==> config.mk <==
export PLATFORM = sky130hd
export DESIGN_NAME = ekt_mul
export DESIGN_NICKNAME = d
export VERILOG_FILES = /design/src/rtl/ekt_mul.sv
export SDC_FILE = /design/constraint.sdc
export NUM_CORES = 2
export LEC_CHECK = 0
export BUFFER_PORTS_ARGS = -buffer_cell sky130_fd_sc_hd__buf_4
export CAP_MARGIN = 25
export CORE_MARGIN = 2
export CORE_UTILIZATION = 58
export DETAILED_ROUTE_END_ITERATION = 12
export PLACE_DENSITY = 0.78
export RECOVER_POWER = 50
export SLEW_MARGIN = 25
export SYNTH_ARGS = -nofsm -noshare
export SYNTH_HDL_FRONTEND = slang
export SYNTH_SLANG_ARGS = --single-unit
==> constraint.sdc <==
create_clock -name clk -period 9.44 [get_ports clk]
set_clock_uncertainty 0.15 [all_clocks]
set_input_delay 1.416 -clock clk [delete_from_list [all_inputs] [get_ports clk]]
set_output_delay 1.416 -clock clk [all_outputs]
set_load 0.05 [all_outputs]
==> src/rtl/ekt_mul.sv <==
// Shared signed multiplier with a registered product.
// Depends on nothing but the clock; used by encoder_kalman_tracker.
module ekt_mul (
  input  logic               clk,
  input  logic signed [34:0] a,
  input  logic signed [34:0] b,
  output logic signed [69:0] prod
);

  // one product per cycle, registered
  always_ff @(posedge clk) begin
    prod <= a * b;
  end

endmodule

After elaboration in Yosys (flattened, before gate mapping). Index checks and enable logic that the tools add are counted. W data, S select, Z words.

Flip-flop bits (word level): 70. Latch bits: 0. Bits in writable memories: 0. ROM bits: 0. Bits of input ports: 71. Output and inout bits: 70. Word-level logic and storage cells: 2. Memories: 0.

Add/sub/neg operators: 0. $mul: 1. Div/mod/pow operators: 0. $lt $le $gt $ge: 0. Equality and inequality tests: 0. Shift-type cells: 0. Muxes and demuxes: 0. Bitwise operators: 0. Reduce and logical (&&, ||, !) cells: 0.

Operators with widths (number): $mul A35 B35 Y70 (1).

Logic depth before layout (Yosys ltp).
Word-level depth: 1. Depth in mapped cells: 30. Gate-level depth less buffers: 28.

Least setup slack after synthesis. Ideal clock, no wire load.

Kind: input to register. From: in a[34]. To: reg prod[68]. Setup time: 0.123 ns. Arrival time: 9.281 ns. Data required time: 9.167 ns. Slack: -0.114 ns. Stages: 28. Path buffers: 3. Path through: clkbuf_1 -> clkbuf_1 -> nand2_1 -> inv_1 -> fa_1 -> fa_1 -> fa_1 -> inv_1 -> fa_1 -> inv_1 -> fa_1 -> fa_1 -> fa_1 -> inv_1 -> fa_1 -> inv_1 -> ha_1 -> buf_4 -> a21o_1 -> a21o_1 -> a21oi_1 -> o21ai_0 -> a221o_1 -> a21o_1 -> a31oi_1 -> o21a_1 -> o21ai_1 -> xor2_1.

Longest elaborated chain between the ends: 1.

RTL lines: from (decl) (RTL line 5) `input logic signed [34:0] a,`; $mul A35 B35 Y70 (RTL line 12) `prod <= a * b;`; to (signal assigned) (RTL line 12); to (decl) (RTL line 7) `output logic signed [69:0] prod`.

Every way passes these cells.

Worst setup path after layout.
From: in b[2]. To: reg prod[68].

Longest elaborated chain between the ends: 1.

RTL lines: from (decl) (RTL line 6) `input logic signed [34:0] b,`; $mul A35 B35 Y70 (RTL line 12).

Every way passes these cells.

==> flow_metrics.env <==
export IMPL_drive_gt1_share_pct=3.92
export IMPL_place_hpwl_um=98200
export IMPL_period_needed_ps=9030
export IMPL_fin_nets=6230
export IMPL_ys_seq_elements=70
export IMPL_die_h_um=282
export IMPL_layoutNonFillerInstCount=5680
export IMPL_rsz0062_at_grt="no"
export IMPL_cts_hold_fix_buffers=0
export IMPL_post_cts_setup_buffers=0
export IMPL_top_register="prod"
export IMPL_htreeDepth=3
export IMPL_routedWlPerCell_um=20.6
export IMPL_cts_tree="built"
export IMPL_grt_pass1_wl_um=190000
export IMPL_grt_total_usage_pct=31.3
export IMPL_coreArea_um2=76200
export IMPL_clock_root_buffer="clkbuf_16"
export IMPL_area_growth_pct=4.30
export IMPL_numCtsBuffers=9
export IMPL_dieArea_um2=79500
export IMPL_synth_area_per_cell_um2=9.60
export IMPL_dp_cells=5660
export IMPL_clock_sinks=70
export IMPL_post_route_util_pct=61.4
export IMPL_async_reset_ff_share_pct=0
export IMPL_worst_setup_path_type="primary input to flop"
export IMPL_critPathArrivalTime_ps=9170
export IMPL_finalHoldViolCount=0
export IMPL_synth_cell_types=71
export IMPL_syn_nets=6260
export IMPL_setup_viol=0
export IMPL_via_per_inst=5.56
export IMPL_place_ws_ps=71.0
export IMPL_grt_pass1_vias=35900
export IMPL_rows=101
export IMPL_status="finished, final reports clean"
export IMPL_ys_flop_type="dfxtp_1"
export IMPL_crit_fanout=35
export IMPL_maxSlewHeadroom_pct=39.1
export IMPL_first_pass_iters=5
export IMPL_min_path_type="primary input to flop"
export IMPL_die_w_um=282
export IMPL_start_util_pct=58.8
export IMPL_max_freq_mhz=111
export IMPL_synth_area_um2=44800
export IMPL_path_clk_slew_ps=70
export IMPL_finalMaxSlewViolations=0
export IMPL_syn_inst=4671
export IMPL_ant_nets=0
export IMPL_grt_antenna_before_repair=6
export IMPL_wirelength_um=117000
export IMPL_synth_seq_area_share_pct=3.13
export IMPL_tightest_slew_ps=914
export IMPL_numPortBuffers=140
export IMPL_maxCapViolations=0
export IMPL_largest_register_ffs=70
export IMPL_endpoint_kind="flop"
export IMPL_clock_path_buffers=2
export IMPL_grt_max_degree=36
export IMPL_ios=141
export IMPL_ys_warn_count=0
export IMPL_fin_tns_setup_ps=0
export IMPL_route_detailed_drc=0
export IMPL_min_period_over_period_pct=95.6
export IMPL_drtIter0Drc=1753
export IMPL_start_kind="primary input"
export IMPL_critPathRequiredTime_ps=9580
export IMPL_place_congestion=0.934
export IMPL_cts_resized_gates=0
export IMPL_via_count=31600
export IMPL_synth_edf_count=0
export IMPL_top_regs="prod: 70 flops"
export IMPL_setup_ws_ps=411
export IMPL_overflow=0
## layout by cell type (no fill, tap or decap), types with 13 or more instances in the layout
cell and count:
fa_1 1309, inv_1 1158, and2_1 667, nand2_1 569, ha_1 207, buf_4 138, a21oi_1 75, clkbuf_1 70
dfxtp_1 70, xnor2_1 54, nor2_1 52, a21o_1 38, o21ai_0 32, xor2_1 25, nand4_1 16, nand2b_1 15
o21ai_1 13
## Yosys cell counts (2+ instances only)
cell          n  area share [%]
nor4_1        2           0.028
nand3_2       2           0.045
nand3_1       7           0.078
dfxtp_1      70             3.1
or3_1         2           0.028
buf_6         8            0.20
a31oi_1       8            0.11
o21bai_1     12            0.20
nand2b_1     15            0.21
and4_1        3           0.059
buf_1         3           0.025
a211oi_1      3           0.050
xor2_1       25            0.49
nor2b_1       5           0.070
nand4_1      16            0.22
nand3b_1      2           0.033
and2_1      667             9.3
o21ai_0      32            0.36
ha_1        207             5.8
nand2_1     569             4.8
a2111oi_2     2           0.067
a21o_1       38            0.64
inv_1      1158             9.7
xnor2_1      54             1.1
a221o_1       2           0.045
or4_1         2           0.033
buf_4         8            0.13
a21oi_1      75            0.84
and3_1       11            0.15
o211ai_1      5           0.084
a211o_1       3           0.059
o21ba_2       2           0.045
clkbuf_1    230             1.9
nor2_1       52            0.44
nor3_1        2           0.022
o21a_1        9            0.15
fa_1       1311              59
o31ai_1       2           0.033
o21ai_2       3           0.059
o21ai_1      13            0.15
## area by class of cell
cell class,count,area (µm²)
inverter,1159,4350
fill,6315,29400
antenna,4,10.0
multi-input combinational,3191,38000
timing repair buffer,210,1340
clock buffer,10,239
clock inverter,6,93.8
sequential,70,1400
tap,1030,1290
## stage by stage
stage | hold WS, ps | area (µm²)
finish | 1290 | 46800
global route | 1300 | 46800
CTS | 1270 | 47000
detailed placement | 1640 | 46700
global placement | 1640 | 46700
floorplan | 1390 | 44800
## metal layers
metal	vias to the layer above	share of wire [%]	wire length [µm]	global-route usage, %
li1	13100	-	-	-
met1	16600	35	41000	37.2
met2	1382	51	59500	53.8
met3	458	6.5	7570	4.30
met4	2	7.7	9020	20.1
met5	-	0.012	14	0
## path summary, 6_finish.rpt
path / startpoint / endpoint / slack [ps] / cells after the start
setup / recovery: b[2] / prod[68] / 410 / 27
hold / removal: b[0] / prod[0] / 1290 / 2
## worst max-delay path, cell delays in order
cell	delay (ps)
buf_4	220
and2_1	230
fa_1	530
inv_1	50
fa_1	530
inv_1	50
fa_1	500
inv_1	60
fa_1	490
fa_1	510
inv_1	60
fa_1	500
fa_1	490
inv_1	50
fa_1	570
inv_1	60
ha_1	420
nand4_2	200
nor2_2	160
nand3_2	120
or4_1	530
o211ai_1	460
a21o_1	260
a31oi_1	160
o21a_1	220
o21ai_1	140
xor2_1	140
## cells by family (layout without fill, tap and decap cells)
family | Yosys count | in the layout | synth area share, %
fa+ha+maj | 1518 | 1518 | 64.3
buf+inv | 1410 | 1385 | 12.0
simple gates | 1365 | 1365 | 15.6
compound gates | 229 | 229 | 3.35
xor+xnor | 79 | 79 | 1.54
flops | 70 | 70 | 3.13
other cells | 0 | 4 | 0
Power is not shown: default switching activity piles up to over one toggle a cycle in this logic, so the estimate is an artifact.
