### src/rtl/ekt_pkg.sv
// Shared types, constants and fixed-point helpers for the encoder Kalman tracker.
// Used by ekt_div, encoder_kalman_tracker and the dv files. No dependencies.
package ekt_pkg;

  // Item kinds carried in tuser
  typedef enum logic [1:0] {
    KIND_PREDICT = 2'd0,
    KIND_UPDATE  = 2'd1,
    KIND_RESET   = 2'd2
  } kind_t;

  // Configuration register indexes
  localparam logic [1:0] CFG_POS_NOISE  = 2'd0;
  localparam logic [1:0] CFG_VEL_NOISE  = 2'd1;
  localparam logic [1:0] CFG_MEAS_NOISE = 2'd2;
  localparam logic [1:0] CFG_QUANT_STEP = 2'd3;

  // Fixed-point constants
  localparam logic signed [31:0] ONE_Q24       = 32'sd16777216;
  localparam logic signed [34:0] BLEND_W       = 35'sd335544;
  localparam logic signed [34:0] KEEP_W        = 35'sd16441672;   // 1.0 - blend
  localparam logic signed [34:0] ONE_Q24_W     = 35'sd16777216;
  localparam logic [15:0]        QUANT_DEFAULT = 16'd26;
  localparam logic [31:0]        MEAS_NOISE_RST = 32'd16777216;

  localparam logic signed [71:0] MAX32 = 72'sd2147483647;
  localparam logic signed [71:0] MIN32 = -72'sd2147483648;

  // Divider request and response
  typedef struct packed {
    logic               start;
    logic signed [31:0] num;
    logic [33:0]        den;
  } div_req_t;

  typedef struct packed {
    logic               done;
    logic signed [31:0] quo;
  } div_rsp_t;

  // Saturate to signed 32 bits
  function automatic logic signed [31:0] sat32(input logic signed [71:0] x);
    logic signed [31:0] r;
    if (x > MAX32) r = 32'sh7fffffff;
    else if (x < MIN32) r = 32'sh80000000;
    else r = x[31:0];
    return r;
  endfunction

  // floor(x / 2^24 + 1/2)
  function automatic logic signed [45:0] rnd24(input logic signed [69:0] x);
    logic signed [70:0] t;
    t = 71'(x) + 71'sd8388608;
    return t[69:24];
  endfunction

endpackage

### src/rtl/ekt_div.sv
// Iterative restoring divider for the Kalman gains: sat32((num * 2^24) / den),
// truncated toward zero, one quotient bit per cycle. Depends on ekt_pkg.
module ekt_div
  import ekt_pkg::*;
(
  input  logic     clk,
  input  logic     rst,
  input  div_req_t req,
  output div_rsp_t rsp
);

  logic [55:0] rem;
  logic [64:0] dsh;
  logic [31:0] q;
  logic [4:0]  cnt;
  logic        busy;
  logic        neg;
  logic        done;
  logic [31:0] mag;
  logic        fits;

  // magnitude of the numerator
  assign mag  = req.num[31] ? 32'(-33'(req.num)) : 32'(req.num);
  assign fits = {9'b0, rem} >= dsh;

  // one restoring step per cycle, quotient bits 31 down to 0
  always_ff @(posedge clk) begin
    if (rst) begin
      busy <= 1'b0;
      done <= 1'b0;
      cnt  <= '0;
    end else begin
      done <= 1'b0;
      if (req.start) begin
        busy <= 1'b1;
        cnt  <= '0;
        neg  <= req.num[31];
        rem  <= {mag, 24'b0};
        dsh  <= {req.den, 31'b0};
        q    <= '0;
      end else if (busy) begin
        if (fits) rem <= rem - dsh[55:0];
        q   <= {q[30:0], fits};
        dsh <= dsh >> 1;
        cnt <= cnt + 5'd1;
        if (cnt == 5'd31) begin
          busy <= 1'b0;
          done <= 1'b1;
        end
      end
    end
  end

  // top quotient bit set: magnitude beyond signed 32-bit range, saturate
  always_comb begin
    rsp.done = done;
    if (q[31]) rsp.quo = neg ? 32'sh80000000 : 32'sh7fffffff;
    else if (neg) rsp.quo = -$signed(q);
    else rsp.quo = $signed(q);
  end

endmodule

### config.mk
export PLATFORM = sky130hd
export DESIGN_NAME = ekt_div
export DESIGN_NICKNAME = d
export VERILOG_FILES = /design/src/rtl/ekt_pkg.sv /design/src/rtl/ekt_div.sv
export SDC_FILE = /design/constraint.sdc
export NUM_CORES = 1
export LEC_CHECK = 0
export ABC_AREA = 1
export BUFFER_PORTS_ARGS = -buffer_cell sky130_fd_sc_hd__buf_4
export CORE_MARGIN = 4
export CORE_UTILIZATION = 30
export DETAILED_ROUTE_END_ITERATION = 10
export MAX_ROUTING_LAYER = met4
export SKIP_LAST_GASP = 1
export SLEW_MARGIN = 10
export SYNTH_ARGS = -nofsm -noshare
export SYNTH_HDL_FRONTEND = slang
export SYNTH_SLANG_ARGS = --single-unit
### constraint.sdc
create_clock -name clk -period 5.8 [get_ports clk]
set_clock_uncertainty 0.2 [all_clocks]
set_input_delay 1.74 -clock clk [delete_from_list [all_inputs] [get_ports clk]]
set_output_delay 1.74 -clock clk [all_outputs]
set_load 0.1 [all_outputs]
== Word-level counts from Yosys, hierarchy flattened ==
Index checks and enable logic that the tools add are counted.

* Bits in registers: 161
* Logic and storage cells: 38
* Output and inout bits: 33

* Equality and inequality tests: 1
* Reductions and logical operators: 7
* Bitwise logic cells: 2
* $add $sub $neg: 4
* Magnitude comparators: 1
* Multiplexer cells: 14

{| class="wikitable"
|+ Operators by type and width
! kind !! number
|-
| $mux 56 || 3
|-
| $mux 32 || 5
|-
| $mux 65 || 2
|-
| $ge 56x65->1 || 1
|-
| $neg 32->32 || 2
|-
| $sub 56x56->56 || 1
|-
| $add 5x1->5 const B || 1
|-
| $eq 5x5->1 const B || 1
|-
| $mux 1 || 4
|-
| $reduce_and 2->1 || 2
|-
| $reduce_bool 2->1 || 2
|-
| $reduce_and 3->1 || 1
|-
| $reduce_or 3->1 || 1
|-
| $not 1->1 || 2
|-
| $reduce_or 2->1 || 1
|}

== Logic depth before layout (Yosys ltp) ==
* Depth after elaboration: 4
* Depth in mapped cells: 16

== Worst setup path after synthesis ==
OpenSTA, ideal clock, no wires.

* Path type: reg2out
* Start: register q[0]
* End: output port rsp[22] (netlist bit)
* Buffers on the path: 0
* Required time: 3.860 ns
* Setup slack: 0.450 ns
* Arrival: 3.410 ns
* Cell stages (with the launch flop): 10
* Cells stage by stage: edfxtp_1 -> inv_1 -> ha_1 -> nand3_1 -> nor3_1 -> and2_1 -> nand3_1 -> nand2_2 -> nor2_1 -> o21ai_0

{| class="wikitable"
|+ RTL lines
! what !! RTL line !! source
|-
| from (decl) || ekt_div.sv:14 || <nowiki>logic [31:0] q;</nowiki>
|-
| from (signal assigned) || ekt_div.sv:43 || <nowiki>q <= {q[30:0], fits};</nowiki>
|-
| to (decl) || ekt_div.sv:9 || <nowiki>output div_rsp_t rsp</nowiki>
|}

==> impl_metrics.tcl <==
set metrics [dict create \
    outcome "complete, no violations" \
    ir_drop_mv 0.175 \
    overflow 0 \
    cap_violations 0 \
    post-route-min-period_ns 4.80 \
    worst_r2r_path_depth 13 \
    reg2reg_to "rem[5]" \
    clkLatencyLatePin_ns 0.45 \
    design.die.area_um2 47400 \
    synth_edf_count 154 \
    synth_top_area_share 0.351 \
    syn_nets 2121 \
    dp_cells 2646 \
    root_buffer "clkbuf_16" \
    max_freq_mhz 208 \
    ys_ff_latch 161 \
    power_mw 4.12 \
    path_clk_slew_ns 0.07 \
    hold_buffers 0 \
    placed_cell_area_um2 14600 \
    combPwrFrac 0.352 \
    h-tree-depth 4 \
    core-area_um2 43300 \
    cts_tree "done" \
    die_y_um 218 \
    placementRows 76 \
    seq_power_share 0.347 \
    cellPowerDensity_nw_per_um2 271 \
    area_growth_pct 15.5 \
    io_pins 102 \
    hold_class "flip-flop to flip-flop" \
    crit_type "flip-flop to output port" \
    setup_viol 0 \
    r2r_start "dsh[32]" \
    start_util 0.305 \
    n_antenna_cell 0 \
    yosysSeqAreaShare 0.361 \
    syn-cell-area_um2 13200 \
    hold_viol 0 \
    yosysUniqueCellTypes 45 \
    first_pass_iters 7 \
    place_ws_ns 1.48 \
    clock_path_buffers 2 \
    start_kind "flip-flop" \
    grt_first_pass_wirelength_mm 66.6 \
    cts_resized 0 \
    p_switching_mw 1.61 \
    synthCells 1991 \
    crit_end "rsp[11]" \
    cts_buffers 17 \
    yosys-top-cells-area "edfxtp_1, nand2_1, inv_1" \
    drive_gt1_frac 0.104 \
    maxSlewHeadroom 0.368 \
    rsz0062_at_grt "no" \
    yosys_warnings 0 \
    grt_usage 0.186 \
    wl_per_cell_um 16.0 \
    crit_path_end_kind "output port" \
    async_reset_ff_frac 0 \
    reg2reg_slack_ns 2.26 \
    tns_ns 0 \
    p_int_mw 2.51 \
    die_x_um 218 \
    cp.arrival_ns 2.86 \
    gp_congestion 0.966 \
    post-route-period-util 0.827 \
    dp_hpwl_mm 34.8 \
    worstPathMaxFanout 23 \
    vias 12549 \
    synth-main-ff-cell "edfxtp_1" \
    fin_cells 2678 \
    io_buffers 101 \
    via_per_inst 4.69 \
    clkPwrFrac 0.301 \
    syn_area_per_cell_um2 6.62 \
    leakage_nw 7.63 \
    drt_iter0_markers 982 \
    cts_sinks 161 \
    antenna_found_initial 0 \
    grt_max_degree 86 \
    startpoint "neg" \
    worst_pin_slew_ns 0.948 \
    setup_slack_ns 1.00 \
    final_area_um2 15200 \
    synth.largest_area_cell "edfxtp_1" \
    grt_pass1_vias 12152 \
    post-cts-setup-buffers 0 \
    switching_share 0.390 \
    nFillCells 4734 \
    drcViolationCount 0 \
    ant_nets 0 \
    report.final.slew_viol_count 0 \
    worstPathRequired_ns 3.86 \
    nets 2210 \
    wirelength_mm 42.9 \
]
-- power by group through the flow --
stage	Sequential (mW)	Clock (mW)	Combinational (mW)
after global placement	1.45	0	1.43
after global routing	1.44	1.31	1.60
after detailed placement	1.46	0	1.45
after CTS	1.43	1.26	1.45
final	1.43	1.24	1.45
after floorplan	1.45	0	1.03
-- synthesized netlist by cell type (20+ instances only) --
cell type and number:
ha_1 60, xor2_1 24, nand3_1 120, nor2_1 238
nor2_2 20, nand2_1 630, edfxtp_1 154, nand4_1 30
o21ai_0 96, clkbuf_1 30, a21oi_1 94, inv_1 359
-- logic make-up (layout without fill, tap and decap cells) --
group           Yosys count  in the layout  share of synthesized area
xor+xnor                 25             25                     0.0166
simple gates           1106           1106                      0.354
fa+ha+maj                61             61                     0.0584
buf+inv                 413            515                      0.118
compound gates          225            225                     0.0911
flops                   161            161                      0.361
-- worst max-delay path, cell delays in order (launching register included) --
cell,delay (ns)
edfxtp_1,0.85
inv_1,0.43
a21oi_1,0.34
nor2_2,0.07
o21ai_1,0.18
nor2_1,0.09
xor2_1,0.14
buf_4,0.31
-- layer usage --
layer  global-route usage  wire length [um]  share of wire
met2                0.305             20300           0.47
met1                0.243             20000           0.47
met5                    -                 0              0
met4               0.0437               698          0.016
met3               0.0280              1920          0.045
-- worst min path at each step --
stage                start     end  slack [ns]  cells past startpoint
finish              cnt[4]  cnt[4]        0.29                      2
global placement    cnt[4]  cnt[4]        0.26                      2
floorplan           cnt[4]  cnt[4]        0.24                      2
CTS                 cnt[4]  cnt[4]        0.28                      2
detailed placement  cnt[4]  cnt[4]        0.27                      2
global route        cnt[1]  cnt[1]        0.32                      2
-- registers in the layout (all words and copies together) (netlist names) --
signal	cells
cnt	5
dsh	65
busy	1
neg	1
rem	56
done	1
q	32
-- placed cells by master (no fill, tap or decap), types with 16 or more instances in the layout --
cell and instances:
nand2_1 628, inv_1 358, nor2_1 238, edfxtp_1 154
nand3_1 120, buf_4 108, o21ai_0 96, a21oi_1 94
ha_1 60, nand4_1 30, xor2_1 24, nor2_2 20
clkbuf_16 17, nor3_1 16
-- through the flow --
stage / hold slack, ns / utilization
finish: 0.286 / 0.352
floorplan: 0.245 / -
global route: 0.325 / 0.352
global placement: 0.256 / 0.338
CTS: 0.279 / 0.352
detailed placement: 0.268 / 0.338
-- final cells by class --
| cell class | count | area (um^2) | area share |
|---|---|---|---|
| multi-input cells | 1417 | 6870 | 0.451 |
| repair buffers | 109 | 831 | 0.0545 |
| inverters | 374 | 1400 | 0.0921 |
| clock inverters | 14 | 204 | 0.0134 |
| clock buffers | 18 | 429 | 0.0282 |
| flip-flops and latches | 161 | 4760 | 0.313 |
| well taps | 585 | 732 | 0.0480 |
Note: power is estimated with default switching activity, not from simulation.
